<file path="config.mk">
export PLATFORM = sky130hd
export DESIGN_NAME = ats_ram
export DESIGN_NICKNAME = d
export VERILOG_FILES = /design/src/design/ats_ram.sv
export SDC_FILE = /design/constraint.sdc
export NUM_CORES = 2
export LEC_CHECK = 0
export BUFFER_PORTS_ARGS = -buffer_cell sky130_fd_sc_hd__buf_2
export CORE_MARGIN = 10
export CORE_UTILIZATION = 40
export CTS_CLUSTER_SIZE = 10
export DETAILED_ROUTE_END_ITERATION = 10
export PLACE_DENSITY = 0.55
export SKIP_LAST_GASP = 1
export SYNTH_ARGS = -nofsm -noshare
export SYNTH_HDL_FRONTEND = slang
export SYNTH_SLANG_ARGS = --single-unit
</file>
<file path="constraint.sdc">
create_clock -name clk_i -period 5.3 [get_ports clk_i]
set_input_delay 1.06 -clock clk_i [delete_from_list [all_inputs] [get_ports clk_i]]
set_output_delay 1.06 -clock clk_i [all_outputs]
set_load 0.02 [all_outputs]
</file>
<file path="src/design/ats_ram.sv">
`timescale 1ns / 1ps

module ats_ram #(
  parameter int unsigned Width = 8,
  parameter int unsigned Depth = 256
) (
  input  logic                     clk_i,
  input  logic                     we_i,
  input  logic [$clog2(Depth)-1:0] waddr_i,
  input  logic [Width-1:0]         wdata_i,
  input  logic [$clog2(Depth)-1:0] raddr_i,
  output logic [Width-1:0]         rdata_o
);

  logic [Width-1:0] mem [Depth];

  always_ff @(posedge clk_i) begin
    if (we_i) begin
      mem[waddr_i] <= wdata_i;
    end
    rdata_o <= mem[raddr_i];
  end

endmodule

</file>
==> flow_summary.toml <==
[synth]
synth_top_area_cell = "sky130_fd_sc_hd__edfxtp_1"
postSynth.topFlopCell = "sky130_fd_sc_hd__edfxtp_1"
number_of_flops_mapped_to_enable_cells_by_yosys = 2048
cell_types_occupying_the_most_area_after_synthesis = "sky130_fd_sc_hd__edfxtp_1 77%, sky130_fd_sc_hd__mux4_2 13%, sky130_fd_sc_hd__mux2i_1 1.7%"
mappedNetlistNets = 3759
synth_seq_area_share_pct = 77.5
synthArstFlopShare_pct = 0
syn_area_per_cell_sq_um = 21.3
synth-warning-count = 0
synth_top_area_share_pct = 77.3
synth_area_sq_um = 79600
netlist_instances = 3733
yosys_register_bits = 2056
yosysUniqueCellTypes = 55

[sta]
drv_slew = 0
final_tns_setup_ns = 0
worst_path_setup_slack_after_routing_ns = 1.56
slew_headroom_pct = 4.51
finalCritPeriodShare_pct = 70.5
whs_ns = 0.706
final-hold-violation-count = 0
worst_pin_slew_ns = 1.42
clock-skew-final_ns = 0.0513
setup-violations-final = 0
maxClockFrequency_ghz = 0.268
period_minus_slack_ns = 3.74
rsz0062_at_grt = "false"

[worst_setup_path]
crit-reg2reg-launch = "mem[189][5]"
reg2reg_depth = 5
r2r_end = "rdata_o[5]"
worstPathMaxFanout = 57
critical_path.startpoint = "raddr_i[0]"
worstSetupPathType = "in -> reg"
timing.critical_path.to_type = "flip-flop"
crit_arrival_ns = 4.41
required_ns = 5.98
worst-r2r-setup-slack_ns = 2.42
startpoint_type = "primary input"

[detailed_routing]
dr.first_iter.drc_count = 4337
drt-total-wl_um = 207000
vias_per_cell = 5.82
avg_wl_per_cell_um = 31.2
ant_nets = 0
firstDrtPassIters = 6
via_count = 38568
drc_violation_count_after_routing = 0

[cts]
tritoncts = "done"
clk_root_buffer_cell = "sky130_fd_sc_hd__clkbuf_16"
cts_resized = 0
clock_tree.buffer_depth = 3
htree_levels = 4
postCtsSetupRepairBufs = 0
insertion_delay_ns = 0.85
total_of_hold_buffers_inserted_after_clock_tree_synthesis = 0
cts_buffers = 227
clock-sinks = 2056
clk_transition_reported_paths_ns = 0.05

[global_route]
grt_start_max_net_pins = 134
grt_first_pass_wirelength_um = 297000
grt_pass1_vias = 39697
global_route.usage.total_pct = 18.8
antenna_violations_before_repair = 12
grt_remaining_overflow = 0

[layout]
multi_input_area_sq_um = 16500
final_common_cell = "sky130_fd_sc_hd__edfxtp_1"
final.fill_count = 16472
mostFrequentLayoutCells = "2048 x sky130_fd_sc_hd__edfxtp_1, 454 x sky130_fd_sc_hd__mux4_2, 279 x sky130_fd_sc_hd__nor2_1"
layout.cells.non_filler = 6622
net_count_final = 3946
syn_to_final_growth_pct = 12.5
final_layout_size_suffix_gt1_share_pct = 23.0
postLayoutCellArea_sq_um = 89500
regArea_sq_um = 61700
finish.utilization_pct = 45.3

[min_path]
hp-start = "wdata_i[1]"
whs_path_depth = 1
worstHoldEndpoint = "mem[144][1]"
worst_hold_path_type = "in -> reg"

[placed_design]
io_buffer_count = 33
place_inst = 6331
post-dp-hpwl_um = 125000
place_congestion = 0.792
placedInstanceArea_sq_um = 83300
place_ws_ns = 0.751

[pwr]
sw_frac_of_total_pct = 21.3
p_leak_nw = 27.4
net-switching-power_mw = 7.14
power_mw = 33.5
power.ir.vdd_worst_mv = 0.333
pwr_density_cell_nw_per_um2 = 374
p_int_mw = 26.3
share_seq_of_total_power_pct = 53.7
share_comb_of_total_power_pct = 5.0
clock_power_share_pct = 41.3

[floorplan]
rows = 163
die_w_um = 466
design.die.area_sq_um = 217000
fp.dieH_um = 466
floorplan.initialDensity_pct = 40.3
core_region_area_sq_um = 198000
floorplan.io_pins = 34

[status]
run_status = "completed"

[run]
max_cap_violations = 0
-- worst max path at each step --
stage and to:
2_1_floorplan rdata_o[2], 3_3_place_gp rdata_o[7], 3_5_place_dp rdata_o[7], 4_1_cts rdata_o[7]
5_1_grt rdata_o[7], 6_report rdata_o[7]
-- Yosys cell counts, types with 13 or more instances --
master                        n
sky130_fd_sc_hd__nor2_1     282
sky130_fd_sc_hd__buf_1       22
sky130_fd_sc_hd__mux2i_1    134
sky130_fd_sc_hd__o221ai_1    46
sky130_fd_sc_hd__nor2b_1     31
sky130_fd_sc_hd__o22ai_1     28
sky130_fd_sc_hd__nor3_1      22
sky130_fd_sc_hd__buf_2       31
sky130_fd_sc_hd__buf_4       27
sky130_fd_sc_hd__a221oi_1    13
sky130_fd_sc_hd__nand2_1     33
sky130_fd_sc_hd__mux4_2     454
sky130_fd_sc_hd__a211oi_1    16
sky130_fd_sc_hd__clkbuf_1   111
sky130_fd_sc_hd__a22oi_1    133
sky130_fd_sc_hd__nor4_1      24
sky130_fd_sc_hd__buf_6       21
sky130_fd_sc_hd__nand3_1     34
sky130_fd_sc_hd__buf_8       13
sky130_fd_sc_hd__a21oi_1     96
sky130_fd_sc_hd__edfxtp_1  2048
-- flip-flops by register name, summed over array words and instances, names as in the netlist --
signal,count
mem,2048
rdata_o,8
-- layer usage --
metal  part of all wire [%]  wire [um]  global-route usage [%]
met1                     43      89500                    27.0
met2                     47      97900                    29.6
met3                    6.5      13400                    3.20
met4                    2.9       5940                    5.33
met5                 0.0063         13                       0
-- area by class of cell --
cell class	count	area share (%)
clock buffer	269	6.60
multi-input combinational	1442	18.5
inverter	2	0.00839
timing repair buffer	191	1.99
antenna	2	0.00559
tap	2640	3.69
sequential	2056	68.9
clock inverter	20	0.334
-- cell families (layout without fill, tap and decap cells) --
group	Yosys count	count (layout)	synth area share, %
AOI/OAI and AO/OA	385	385	3.42
buffers and inverters	235	482	1.83
DFF	2056	2056	77.5
muxes	591	591	14.6
other	0	2	0
and+or+nand+nor	466	466	2.63
-- power groups by stage --
stage          Sequential, mW  Clock (mW)  Combinational (mW)
3_3_place_gp             18.3           0                1.68
2_1_floorplan            18.3           0               0.871
4_1_cts                  18.0        14.1                1.69
3_5_place_dp             18.3           0                1.69
6_report                 18.0        13.8                1.67
5_1_grt                  18.0        14.7                1.77
-- worst max-delay path, cell delays in order --
cell                       delay, ns
sky130_fd_sc_hd__buf_8          0.33
sky130_fd_sc_hd__buf_12         0.41
sky130_fd_sc_hd__buf_4          0.38
sky130_fd_sc_hd__mux4_2         0.56
sky130_fd_sc_hd__o211ai_1       0.17
sky130_fd_sc_hd__a21oi_1        0.18
sky130_fd_sc_hd__nor4_1         0.83
sky130_fd_sc_hd__buf_4          0.25
sky130_fd_sc_hd__nor4_1         0.04
Power figures use the tool's default switching activity.
