**src/design/ats_pkg.sv**
```systemverilog
`timescale 1ns / 1ps

package ats_pkg;

  localparam int unsigned ENTRIES       = 256;
  localparam int unsigned IDX_W         = $clog2(ENTRIES);
  localparam int unsigned CNT_W         = IDX_W + 1;
  localparam int unsigned WEIGHT_BITS   = 32;
  localparam int unsigned FRACTION_BITS = 32;
  localparam int unsigned PROB_W        = WEIGHT_BITS + CNT_W;
  localparam int unsigned FRAC_IN_W     = FRACTION_BITS + 1;
  localparam int unsigned DIVIDEND_W    = PROB_W + FRACTION_BITS;
  localparam int unsigned REM_W         = PROB_W + 1;
  localparam int unsigned STEP_W        = $clog2(DIVIDEND_W + 1);

  localparam logic [PROB_W-1:0] FIX_ONE = PROB_W'(1) << FRACTION_BITS;

  typedef enum logic [1:0] {
    FUNC_CLEAR  = 2'd0,
    FUNC_APPEND = 2'd1,
    FUNC_BUILD  = 2'd2,
    FUNC_DRAW   = 2'd3
  } func_e;

  typedef enum logic [1:0] {
    STAT_OK       = 2'd0,
    STAT_ZERO_SUM = 2'd1,
    STAT_FULL     = 2'd2,
    STAT_BAD_DRAW = 2'd3
  } status_e;

  typedef enum logic [3:0] {
    ST_IDLE,
    ST_DRAW,
    ST_SC_RD,
    ST_SC_MUL,
    ST_SC_DIV,
    ST_PAIR_CHK,
    ST_PAIR_IDX,
    ST_PAIR_PJ,
    ST_PAIR_PK
  } state_e;

  typedef struct packed {
    logic                start;
    logic [PROB_W-1:0]   num;
    logic [PROB_W-1:0]   den;
  } div_req_t;

  typedef struct packed {
    logic                done;
    logic [PROB_W-1:0]   quot;
  } div_rsp_t;

endpackage

```
**src/design/ats_div.sv**
```systemverilog
`timescale 1ns / 1ps

module ats_div (
  input  logic              clk_i,
  input  logic              rst_ni,
  input  ats_pkg::div_req_t req_i,
  output ats_pkg::div_rsp_t rsp_o
);

  logic [ats_pkg::DIVIDEND_W-1:0] dvd_q, dvd_d;
  logic [ats_pkg::REM_W-1:0]      rem_q, rem_d, rem_sh;
  logic [ats_pkg::PROB_W-1:0]     quot_q, quot_d, den_q, den_d;
  logic [ats_pkg::STEP_W-1:0]     step_q, step_d;
  logic                           busy_q, busy_d, done_q, done_d;

  always_comb begin
    dvd_d  = dvd_q;
    rem_d  = rem_q;
    quot_d = quot_q;
    den_d  = den_q;
    step_d = step_q;
    busy_d = busy_q;
    done_d = 1'b0;
    rem_sh = {rem_q[ats_pkg::REM_W-2:0], dvd_q[ats_pkg::DIVIDEND_W-1]};
    if (req_i.start) begin
      dvd_d  = {req_i.num, ats_pkg::FRACTION_BITS'(0)};
      rem_d  = '0;
      quot_d = '0;
      den_d  = req_i.den;
      step_d = ats_pkg::STEP_W'(ats_pkg::DIVIDEND_W);
      busy_d = 1'b1;
    end else if (busy_q) begin
      dvd_d = {dvd_q[ats_pkg::DIVIDEND_W-2:0], 1'b0};
      if (rem_sh >= {1'b0, den_q}) begin
        rem_d  = rem_sh - {1'b0, den_q};
        quot_d = {quot_q[ats_pkg::PROB_W-2:0], 1'b1};
      end else begin
        rem_d  = rem_sh;
        quot_d = {quot_q[ats_pkg::PROB_W-2:0], 1'b0};
      end
      step_d = step_q - 1'b1;
      if (step_q == ats_pkg::STEP_W'(1)) begin
        busy_d = 1'b0;
        done_d = 1'b1;
      end
    end
  end

  always_ff @(posedge clk_i or negedge rst_ni) begin
    if (!rst_ni) begin
      busy_q <= 1'b0;
      done_q <= 1'b0;
      step_q <= '0;
    end else begin
      busy_q <= busy_d;
      done_q <= done_d;
      step_q <= step_d;
    end
  end

  always_ff @(posedge clk_i) begin
    dvd_q  <= dvd_d;
    rem_q  <= rem_d;
    quot_q <= quot_d;
    den_q  <= den_d;
  end

  assign rsp_o.done = done_q;
  assign rsp_o.quot = quot_q;

endmodule

```
**config.mk**
```make
export PLATFORM = sky130hd
export DESIGN_NAME = ats_div
export DESIGN_NICKNAME = d
export VERILOG_FILES = /design/src/design/ats_pkg.sv /design/src/design/ats_div.sv
export SDC_FILE = /design/constraint.sdc
export NUM_CORES = 1
export LEC_CHECK = 0
export ABC_AREA = 1
export BUFFER_PORTS_ARGS = -buffer_cell sky130_fd_sc_hd__buf_2
export CAP_MARGIN = 20
export CORE_UTILIZATION = 38
export CTS_CLUSTER_SIZE = 10
export DETAILED_ROUTE_END_ITERATION = 7
export SYNTH_ARGS = -nofsm -noshare
export SYNTH_HDL_FRONTEND = slang
export SYNTH_SLANG_ARGS = --single-unit
```
**constraint.sdc**
```tcl
create_clock -name clk_i -period 4.67 [get_ports clk_i]
set_clock_uncertainty 0.2 [all_clocks]
set_input_delay 0 -clock clk_i [delete_from_list [all_inputs] [get_ports clk_i]]
set_output_delay 0 -clock clk_i [all_outputs]
set_load 0.02 [all_outputs]
```
==> metrics, run 1 <==
first-pass GRT wire length 43.10 mm; Fin. Hold Viols 0; Slew headroom ~57%; Layout Area Growth over Synthesis 24.31%; hpwl dp 18.61 mm; post-DR wirelength/cell 13.57 µm; post-synth cell types 35; r2r worst-path depth 14; Rows 58; Crit path depth 14; largest net degree at the start of global routing 63; Starting Density 39.13%; Crit path top cell by count nand2_1; clock root cell clkbuf_16; total power around 0.0054 W; Max Fclk 303.2 MHz; Seq/Total Area, Yosys 43.43%; post-cts resize count 0; GRT Total Usage 20.28%; GP Congestion 0.9550; CTS tree done; synth warn 0; final WL 25.82 mm; crit-path leading delay family simple AND/OR/NAND/NOR gates; crit path launch type register; Placed Instances 1,784; clk sink count 173; worst vdd ir 0.0002036 V; CP cell instances inv_1 > ha_1 > nand2_1 > nor2_1 > nand2_1 > nor2_1 > nand2_1 > nor2_2 > nor2_2 > buf_4 > a21oi_4 > buf_4 > nand2_1 > nand3_1; Synth Instances 1,358; die area 0.02688 mm²; # port buffers 126; FF+latch count, synth about 170; actual slew at the worst max-slew pin 0.6429 ns; clock slew at reported path FFs 0.08 ns; worst hold slack 0.06378 ns; IO Pins between 100 and 150; Slowest cell on crit path a21oi_4; DRC Markers 0; critical path's largest stage delay 0.49 ns; CTS H-tree lvls 4; drt pass-1 iters 7; worst endpoint required time 4.84 ns; Setup crit end kind register; drt initial violations between 500 and 600; Setup-failing EPs final 0; Mapped Area 0.009968 mm²; via/cell ratio roughly 4.7; Syn Area/Cell 7.340 µm²; outcome finished clean; leakage power around 6.4 nW; routed via count just under 9,000; number of inserted diodes 0; Max FO, Critical Path 42; CP Buf/Inv Count 3; Hold Path Depth 2; die height ~160 µm; Die X 164.0 µm; Final Instance Count excl. Fillers roughly 1,900; CTS Buf Count 17; Max clock buf depth 2; setup_tns 0 ns; Max-Cap Viols 0; Tmin final 3.298 ns; setup bufs post-CTS 0; share of cells above drive strength 1 14.82%; Worst EP arrival 3.47 ns; vias in the first global route 8,641; syn nets 1,487; Core Util, Final a little under 50%; initial antenna violation count 0; final period utilization 70.61%; Antenna Nets Post-Route 0; total grt overflow 0; max-slew violations 0; critical path class register to register; Core ar. 0.02547 mm²; setup repair after global routing missed its margin no; later-pin clock latency in the skew report 0.44 ns; Nets 1,688; power per cell area roughly 430 mW/mm²; worst hold-check path type input pin to register
through the flow:
| step | setup slack [ns] | area (µm²) |
|---|---|---|
| floorplan | 2.110 | 9968 |
| global placement | 1.387 | 10910 |
| detailed placement | 1.408 | 10910 |
| CTS | 1.376 | 12370 |
| global route | 1.137 | 12390 |
| finish | 1.372 | 12390 |
cells in the mapped netlist (all sizes together):
| cell type | n | area share, % |
|---|---|---|
| o21ai | 18 | 0.90 |
| a21o | 3 | 0.23 |
| a31oi | 1 | 0.063 |
| nand2 | 506 | 20 |
| xnor2 | 2 | 0.18 |
| xor2 | 22 | 1.9 |
| nand3b | 1 | 0.075 |
| dfrtp | 9 | 2.3 |
| o22ai | 40 | 2.5 |
| nand4 | 44 | 2.8 |
| a21oi | 36 | 1.9 |
| nor4 | 1 | 0.063 |
| buf | 15 | 0.92 |
| fa | 1 | 0.20 |
| inv | 240 | 9.0 |
| o21bai | 4 | 0.30 |
| o21a | 1 | 0.075 |
| and2 | 1 | 0.063 |
| clkinv | 3 | 0.11 |
| ha | 43 | 5.4 |
| nor2 | 91 | 3.7 |
| nand3 | 82 | 5.2 |
| edfxtp | 82 | 25 |
| dfxtp | 82 | 16 |
| nor3 | 6 | 0.35 |
| clkbuf | 24 | 0.90 |
registers in the layout (all words and copies together) (netlist names):
signal and cells:
den_q 41, dvd_q 41, quot_q 41, rem_q 41, step_q 7, busy_q 1
done_q 1
cell type report:
type,instances,area (µm²)
clock buffers,17,425.4
inverters,243,912.1
multi-input cells,903,4556
repair buffers,221,1572
well taps,330,412.9
clock inverters,15,185.2
fillers,2562,13080
flip-flops and latches,173,4329
worst paths after layout:
kind / slack, ns / startpoint / endpoint
max: 1.37 / den_q[12]$_DFFE_PP_ / rem_q[2]$_SDFFE_PP0P_
min reg2reg: 0.26 / quot_q[40]$_SDFFE_PP0P_ / quot_q[40]$_SDFFE_PP0P_
max reg2reg: 1.37 / den_q[12]$_DFFE_PP_ / rem_q[2]$_SDFFE_PP0P_
min: 0.06 / req_i[28] / den_q[28]$_DFFE_PP_
max in group asynchronous: 3.60 / rst_ni / step_q[0]$_DFFE_PN0P_
min in group asynchronous: 0.37 / rst_ni / step_q[1]$_DFFE_PN0P_
kinds of logic after synthesis:
kind of cell / after synthesis / synth area share (%)
adder cells (fa/ha/maj): 44 / 5.598
buffers and inverters: 282 / 10.97
flip-flops: 173 / 43.43
XOR/XNOR: 24 / 2.109
AO/OA/AOI/OAI: 103 / 6.000
AND/OR/NAND/NOR: 732 / 31.89
where the power goes:
group          leakage [nW]  switching (W)  internal (W)
Sequential             1.62       0.000131       0.00180
Combinational          4.51        0.00130      0.000664
Clock                 0.303       0.000721      0.000753
Total                  6.43        0.00215       0.00321
metal layers:
layer  global-route usage (%)  up-vias  share of wire (%)
met5                        0        -                  0
met4                    5.682        0                1.9
met3                    3.308       31                4.0
met2                    33.47      199                 46
met1                    27.30     4013                 48
li1                         -     4686                  -
layout by cell type, fill, tap and decap left out, types with 2 or more instances in the layout:
| master | count |
|---|---|
| a21o_1 | 3 |
| a21oi_1 | 35 |
| buf_2 | 125 |
| buf_4 | 10 |
| clkbuf_16 | 17 |
| clkinv_1 | 2 |
| clkinv_8 | 4 |
| dfrtp_1 | 9 |
| dfxtp_1 | 82 |
| dlygate4sd3_1 | 85 |
| edfxtp_1 | 82 |
| ha_1 | 43 |
| inv_1 | 237 |
| inv_2 | 4 |
| inv_6 | 3 |
| inv_8 | 4 |
| nand2_1 | 483 |
| nand2_2 | 23 |
| nand3_1 | 60 |
| nand3_2 | 22 |
| nand4_1 | 44 |
| nor2_1 | 77 |
| nor2_2 | 13 |
| nor3_1 | 5 |
| o21ai_0 | 18 |
| o21bai_1 | 4 |
| o22ai_1 | 40 |
| xnor2_1 | 2 |
| xor2_1 | 22 |
repair_timing:
action                                  in CTS  in global routing
hold buffers                                85                  0
endpoints found under the setup margin       0                  0
hold endpoints to repair                   114                  0
worst reg2reg max path: stages, from the launching register on:
cell and delay, ns:
edfxtp_1 0.32, inv_1 0.04, ha_1 0.33, nand2_1 0.13, nor2_1 0.26, nand2_1 0.16, nor2_1 0.12, nand2_1 0.08
nor2_2 0.10, nor2_2 0.05, buf_4 0.30, a21oi_4 0.49, buf_4 0.44, nand2_1 0.11, nand3_1 0.08
Power figures use the tool's default switching activity.
==> inputs of run 2 (changes only) <==
==> constraint.sdc (replaced) <==
create_clock -name clk_i -period 2.6 [get_ports clk_i]
set_clock_uncertainty 0.2 [all_clocks]
set_input_delay 0 -clock clk_i [delete_from_list [all_inputs] [get_ports clk_i]]
set_output_delay 0 -clock clk_i [all_outputs]
set_load 0.02 [all_outputs]
==> metrics, run 2 (synthesis gave the netlist of run 1 again) <==
crit path launch dvd_q[72]$_DFFE_PP_; Sw Ratio 40.15%; crit path capture quot_q[0]$_SDFFE_PP0P_; share of cells above drive strength 1 17.22%; critical path class register to register; drt initial violations 673; clock slew at reported path FFs 0.08 ns; sequential fraction of design power between 30% and 40%; CTS Buf Count 17; largest net degree at the start of global routing 81; GRT Total Usage 20.29%; DRC Markers 0; placed cell area approximately 0.011 mm²; Reg-to-Reg Start dvd_q[72]$_DFFE_PP_; Core Util, Final 49.94%; Starting Density around 40%; Die X 164.0 µm; Worst EP arrival ~2.6 ns; die area 0.02688 mm²; post-DR wirelength/cell 13.75 µm; r2r worst-path depth 14; met3 wire length 1.272 mm; DR top layer met4; Max clock buf depth 2; routed via count roughly 9,000; # port buffers 126; critical path's largest stage delay 0.39 ns; vias in the first global route between 8,000 and 9,000; Tmin final 2.449 ns; worst endpoint required time 2.72 ns; Antenna Nets Post-Route 0; total power 0.009953 W; Rows between 50 and 60; die height 164.0 µm; Core ar. 0.02547 mm²; Slew headroom 56.02%; final period utilization 94.21%; Final Instance Count excl. Fillers 1,915; CTS tree done; worst flop-to-flop path endpoint quot_q[0]$_SDFFE_PP0P_; Switch Pwr approximately 0.0040 W; Met2 Routed Length roughly 12 mm; actual slew at the worst max-slew pin 0.6596 ns; hpwl dp 18.65 mm; Filler cells 2,528; final WL between 20 and 30 mm; Max Fclk 408.3 MHz; final instance area 0.01272 mm²; GP Congestion 0.9704; via/cell ratio roughly 4.8; max-slew violations 0; first-pass GRT wire length ~43 mm; worst hold-check path type input pin to register; Int Pwr 0.005957 W; Setup crit end kind register; Placed Instances 1,792; FF+latch area 0.004329 mm²; wl on met1 ~13 mm; combinational share of power about two fifths; Max FO, Critical Path 6; Fin. Hold Viols 0; Slowest cell on crit path edfxtp_1; Clock Power Share 26.4%; IO Pins ~130; leakage power 6.553 nW; Setup-failing EPs final 0; CTS H-tree lvls 4; worst vdd ir 0.0004773 V; commonest non-fill, non-tap cell in the layout nand2_1; drt pass-1 iters 7; initial antenna violation count 0; Max-Cap Viols 0; clk sink count 173; crit path launch type register; Nets 1,701; total grt overflow 0; power per cell area 782.5 mW/mm²; number of inserted diodes 0; later-pin clock latency in the skew report about 0.45 ns; outcome finished clean; Crit path top cell by count inv_1; worst reg2reg setup slack 0.15 ns; clock root cell clkbuf_16; Multi-input gate area roughly 0.0047 mm²; commonest cells after routing, fill and taps aside 471 x nand2_1, 237 x inv_1, 125 x buf_2; CP cell instances inv_1 > ha_1 > inv_1 > fa_2 > nand3_1 > nand3_2 > nand2_1 > nand3_2 > nand2_4 > a21oi_4 > buf_12 > buf_12 > inv_1 > o21ai_0; Layout Area Growth over Synthesis 27.60%
==> run 2: cell types whose count changed in the layout (fill, tap and decap cells not counted), moves of 3 or more <==
cell / change
buf_4: +6
ha_1: -6
ha_2: +4
nand2_1: -12
nand2_2: +11
nand3_1: -3
nor2_1: -6
nor2_4: +7
==> run 2: how the worst min path moves through the flow <==
stage,slack [ns],from,to,depth (start not counted)
floorplan,-0.50,rst_ni,busy_q$_DFF_PN0_,0
global placement,-0.33,rst_ni,step_q[4]$_DFFE_PN0P_,1
detailed placement,-0.33,rst_ni,step_q[6]$_DFFE_PN0P_,1
CTS,0.05,req_i[31],den_q[31]$_DFFE_PP_,2
global route,0.05,req_i[31],den_q[31]$_DFFE_PP_,2
finish,0.07,req_i[28],den_q[28]$_DFFE_PP_,2
==> run 2: metrics by stage <==
step / TNS, ns / hold WS [ns] / worst slack, ns
6_report: 0 / 0.06710 / 0.1506
5_1_grt: -0.03510 / 0.04792 / -0.01076
4_1_cts: 0 / 0.05349 / 0.01607
3_5_place_dp: -0.2213 / -0.3289 / -0.1340
3_3_place_gp: -0.09997 / -0.3323 / -0.09997
2_1_floorplan: 0 / -0.4956 / 0.03994
==> run 2: timing repair <==
| item | 4_1_cts | 5_1_grt |
|---|---|---|
| endpoints found under the setup margin | 4 | 41 |
| endpoints found under the hold margin | 117 | 0 |
| buffers inserted | 0 | 2 |
| gates resized for setup | 3 | 40 |
| pin swaps | 0 | 3 |
| hold buffers | 87 | 0 |
| cloned | 0 | 2 |
==> run 2: layout make-up <==
type | instances | share of cell area, %
well taps | 330 | 3.246
clock buffers | 18 | 3.453
multi-input cells | 903 | 37.09
clock inverters | 14 | 1.308
repair buffers | 234 | 13.69
flip-flops and latches | 173 | 34.04
inverters | 243 | 7.171
==> run 2: worst max-delay path: cells and delay by family (launching register included) <==
kind | cells | cell delay (ns)
simple gates | 5 | 0.53
compound gates | 2 | 0.15
buf+inv | 5 | 0.52
flops | 1 | 0.39
fa+ha+maj | 2 | 0.52
==> run 2: power by group through the flow <==
stage | Combinational [W] | Clock (W) | Sequential (W)
after CTS | 0.00359 | 0.00269 | 0.00346
after global routing | 0.00434 | 0.00281 | 0.00352
final | 0.00385 | 0.00263 | 0.00347
after detailed placement | 0.00346 | 0 | 0.00352
after floorplan | 0.00257 | 0 | 0.00347
after global placement | 0.00346 | 0 | 0.00351
==> run 2: metal layers <==
metal | vias to the layer above | track usage (%)
li1 | 4715 | -
met1 | 4189 | 26.94
met2 | 212 | 33.17
met3 | 24 | 4.167
met4 | 0 | 5.976
met5 | - | 0
==> inputs of run 3 (changes only) <==
--- a/config.mk
+++ b/config.mk
@@ -5,12 +5,12 @@
 export SDC_FILE = /design/constraint.sdc
 export NUM_CORES = 1
 export LEC_CHECK = 0
-export ABC_AREA = 1
 export BUFFER_PORTS_ARGS = -buffer_cell sky130_fd_sc_hd__buf_2
 export CAP_MARGIN = 20
 export CORE_UTILIZATION = 38
 export CTS_CLUSTER_SIZE = 10
 export DETAILED_ROUTE_END_ITERATION = 7
+export RECOVER_POWER = 25
 export SYNTH_ARGS = -nofsm -noshare
 export SYNTH_HDL_FRONTEND = slang
 export SYNTH_SLANG_ARGS = --single-unit
==> metrics, run 3 <==
Starting Density 38.85%; Setup crit end kind register; Crit path top cell by count o21ai_4; CTS tree done; Layout Area Growth over Synthesis 46.04%; later-pin clock latency in the skew report 0.43 ns; GRT Total Usage about a fifth; clock root cell clkbuf_16; CTS Buf Count 17; Tmin final between 3 and 4 ns; cell taking the most area after synthesis edfxtp_1; setup repair after global routing missed its margin yes; Core Util, Final 56.74%; clk sink count 173; die area around 0.025 mm²; Filler cells about 2,100; Setup-failing EPs final 42; share of cells above drive strength 1 36.36%; via/cell ratio approximately 4.9; Slew headroom a little over half; Mapped Area 0.009120 mm²; commonest non-fill, non-tap cell in the layout buf_4; Die X ~160 µm; # port buffers 126; Core ar. ~0.023 mm²; CP cell instances inv_1 > ha_2 > inv_2 > fa_2 > a21o_1 > a221oi_2 > o31a_4 > o21ai_4 > a21oi_4 > o21ai_4 > clkinv_4 > buf_6 > buf_12 > nand2_4 > a311oi_2; IO Pins ~130; Synth Instances between 900 and 1,000; most frequent cells after synthesis 102 x nor2_1, 97 x nand2_1, 82 x dfxtp_1, 82 x edfxtp_1, 60 x a21oi_1; critical path class register to register; largest net degree at the start of global routing 48; vias in the first global route just under 8,000; Rows 56; critical path's largest stage delay 0.39 ns; FF+latch count, synth roughly 170; worst endpoint required time between 2 and 3 ns; worst vdd ir 0.0004540 V; slack of the critical path -0.4780 ns; GP Congestion 0.8841; dpl ws -0.5377 ns; crit path launch type register; total grt overflow 0; synth warn 0; setup_tns -16.46 ns; syn nets 1,041; CTS H-tree lvls 4; most common cell in the netlist nor2_1; Post-synth EDFFs 82; DRC Markers 0; Post-synth ARST share ~5.2%; drt initial violations 387; commonest cells after routing, fill and taps aside 174 x buf_4, 124 x buf_2, 101 x nor2_1; outcome finished with violations; Synth Flop Type edfxtp_1; routed via count just under 8,000; Worst EP arrival 3.21 ns; first-pass GRT wire length 39.06 mm; Seq/Total Area, Yosys 47.47%; worst hold-check path type input pin to register; post-synth top area share 27.00%; Slowest cell on crit path edfxtp_1; Max-Cap Viols 0; Placed Instances 1,485; power per cell area 747.9 mW/mm²; final period utilization 118.4%; Max clock buf depth 2; Final Instance Count excl. Fillers 1,620; hpwl dp 16.14 mm; final WL 24.43 mm; initial antenna violation count 0; leakage power 6.122 nW; Max Fclk roughly 320 MHz; violated checks negative setup slack; clock slew at reported path FFs 0.07 ns; post-DR wirelength/cell ~15 µm; post-synth cell types 61; die height between 150 and 200 µm; Syn Area/Cell 10.00 µm²; Max FO, Critical Path 5; max-slew violations 0; actual slew at the worst max-slew pin 0.7006 ns; Nets 1,417; top post-synthesis cells by area edfxtp_1 27%, dfxtp_1 18%, ha_1 5.9%; Antenna Nets Post-Route 0; number of inserted diodes 0; drt pass-1 iters 4; Fin. Hold Viols 0
-- run 3: path summary, 6_finish.rpt --
kind,from,end,slack [ns],depth (start not counted)
max,dvd_q[72]$_DFFE_PP_,rem_q[13]$_SDFFE_PP0P_,-0.48,15
min,req_i[13],den_q[13]$_DFFE_PP_,0.08,2
max reg2reg,dvd_q[72]$_DFFE_PP_,rem_q[13]$_SDFFE_PP0P_,-0.48,15
min reg2reg,quot_q[0]$_SDFFE_PP0P_,quot_q[0]$_SDFFE_PP0P_,0.29,2
max in group asynchronous,rst_ni,busy_q$_DFF_PN0_,1.49,3
min in group asynchronous,rst_ni,step_q[4]$_DFFE_PN0P_,0.38,3
-- run 3: where the power goes --
part           leakage (nW)  internal [W]  switching (W)  total [W]
Clock                 0.288       0.00130        0.00127    0.00257
Sequential             1.61       0.00315       0.000161    0.00331
Combinational          4.23       0.00211        0.00196    0.00407
Total                  6.12       0.00657        0.00339    0.00996
-- run 3: worst max-delay path, delay by kind of cell (launching register included) --
| kind | cells | cell delay (ns) |
|---|---|---|
| buffers and inverters | 5 | 0.48 |
| AND/OR/NAND/NOR | 1 | 0.05 |
| flip-flops | 1 | 0.39 |
| adder cells (fa/ha/maj) | 2 | 0.52 |
| AO/OA/AOI/OAI | 7 | 1.34 |
-- run 3: through the flow --
step                power, W  area, µm²  hold slack (ns)
floorplan           0.005230       9124          -0.4956
global placement    0.006726      11340          -0.3356
detailed placement  0.006739      11340          -0.3315
CTS                 0.009667      12970          0.05646
global route         0.01051      13320          0.06838
finish              0.009962      13320          0.07689
-- run 3: kinds of logic after synthesis --
family / share of synthesized area (%)
AO/OA/AOI/OAI: 14.94
adder cells (fa/ha/maj): 6.119
flip-flops: 47.47
AND/OR/NAND/NOR: 12.69
buffers and inverters: 4.802
multiplexers: 9.658
XOR/XNOR: 4.321
-- run 3: timing repair --
| item | CTS | global route |
|---|---|---|
| gates resized for setup | 16 | 91 |
| endpoints found under the hold margin | 128 | 0 |
| gates cloned | 2 | 3 |
| setup endpoints to repair | 42 | 42 |
| hold buffers | 86 | 0 |
| setup buffers | 6 | 12 |
| pin swaps | 22 | 41 |
-- run 3: metal layers --
layer | routed length [µm] | track usage, % | vias up
met2 | 11590 | 33.42 | 164
met1 | 11430 | 26.21 | 3697
met4 | 347 | 5.882 | 0
li1 | - | - | 3998
met5 | 0 | 0 | -
met3 | 1064 | 4.405 | 23
-- run 3: layout make-up --
cell class / count / area [µm²] / area share (%)
Timing Repair Buffer: 405 / 3099 / 23.27
Clock inverter: 14 / 166.4 / 1.249
Sequential cell: 173 / 4333 / 32.53
Clock buffer: 18 / 429.2 / 3.222
Multi-Input combinational cell: 635 / 4677 / 35.12
Inverter: 56 / 215.2 / 1.616
Tap cell: 319 / 399.1 / 2.997
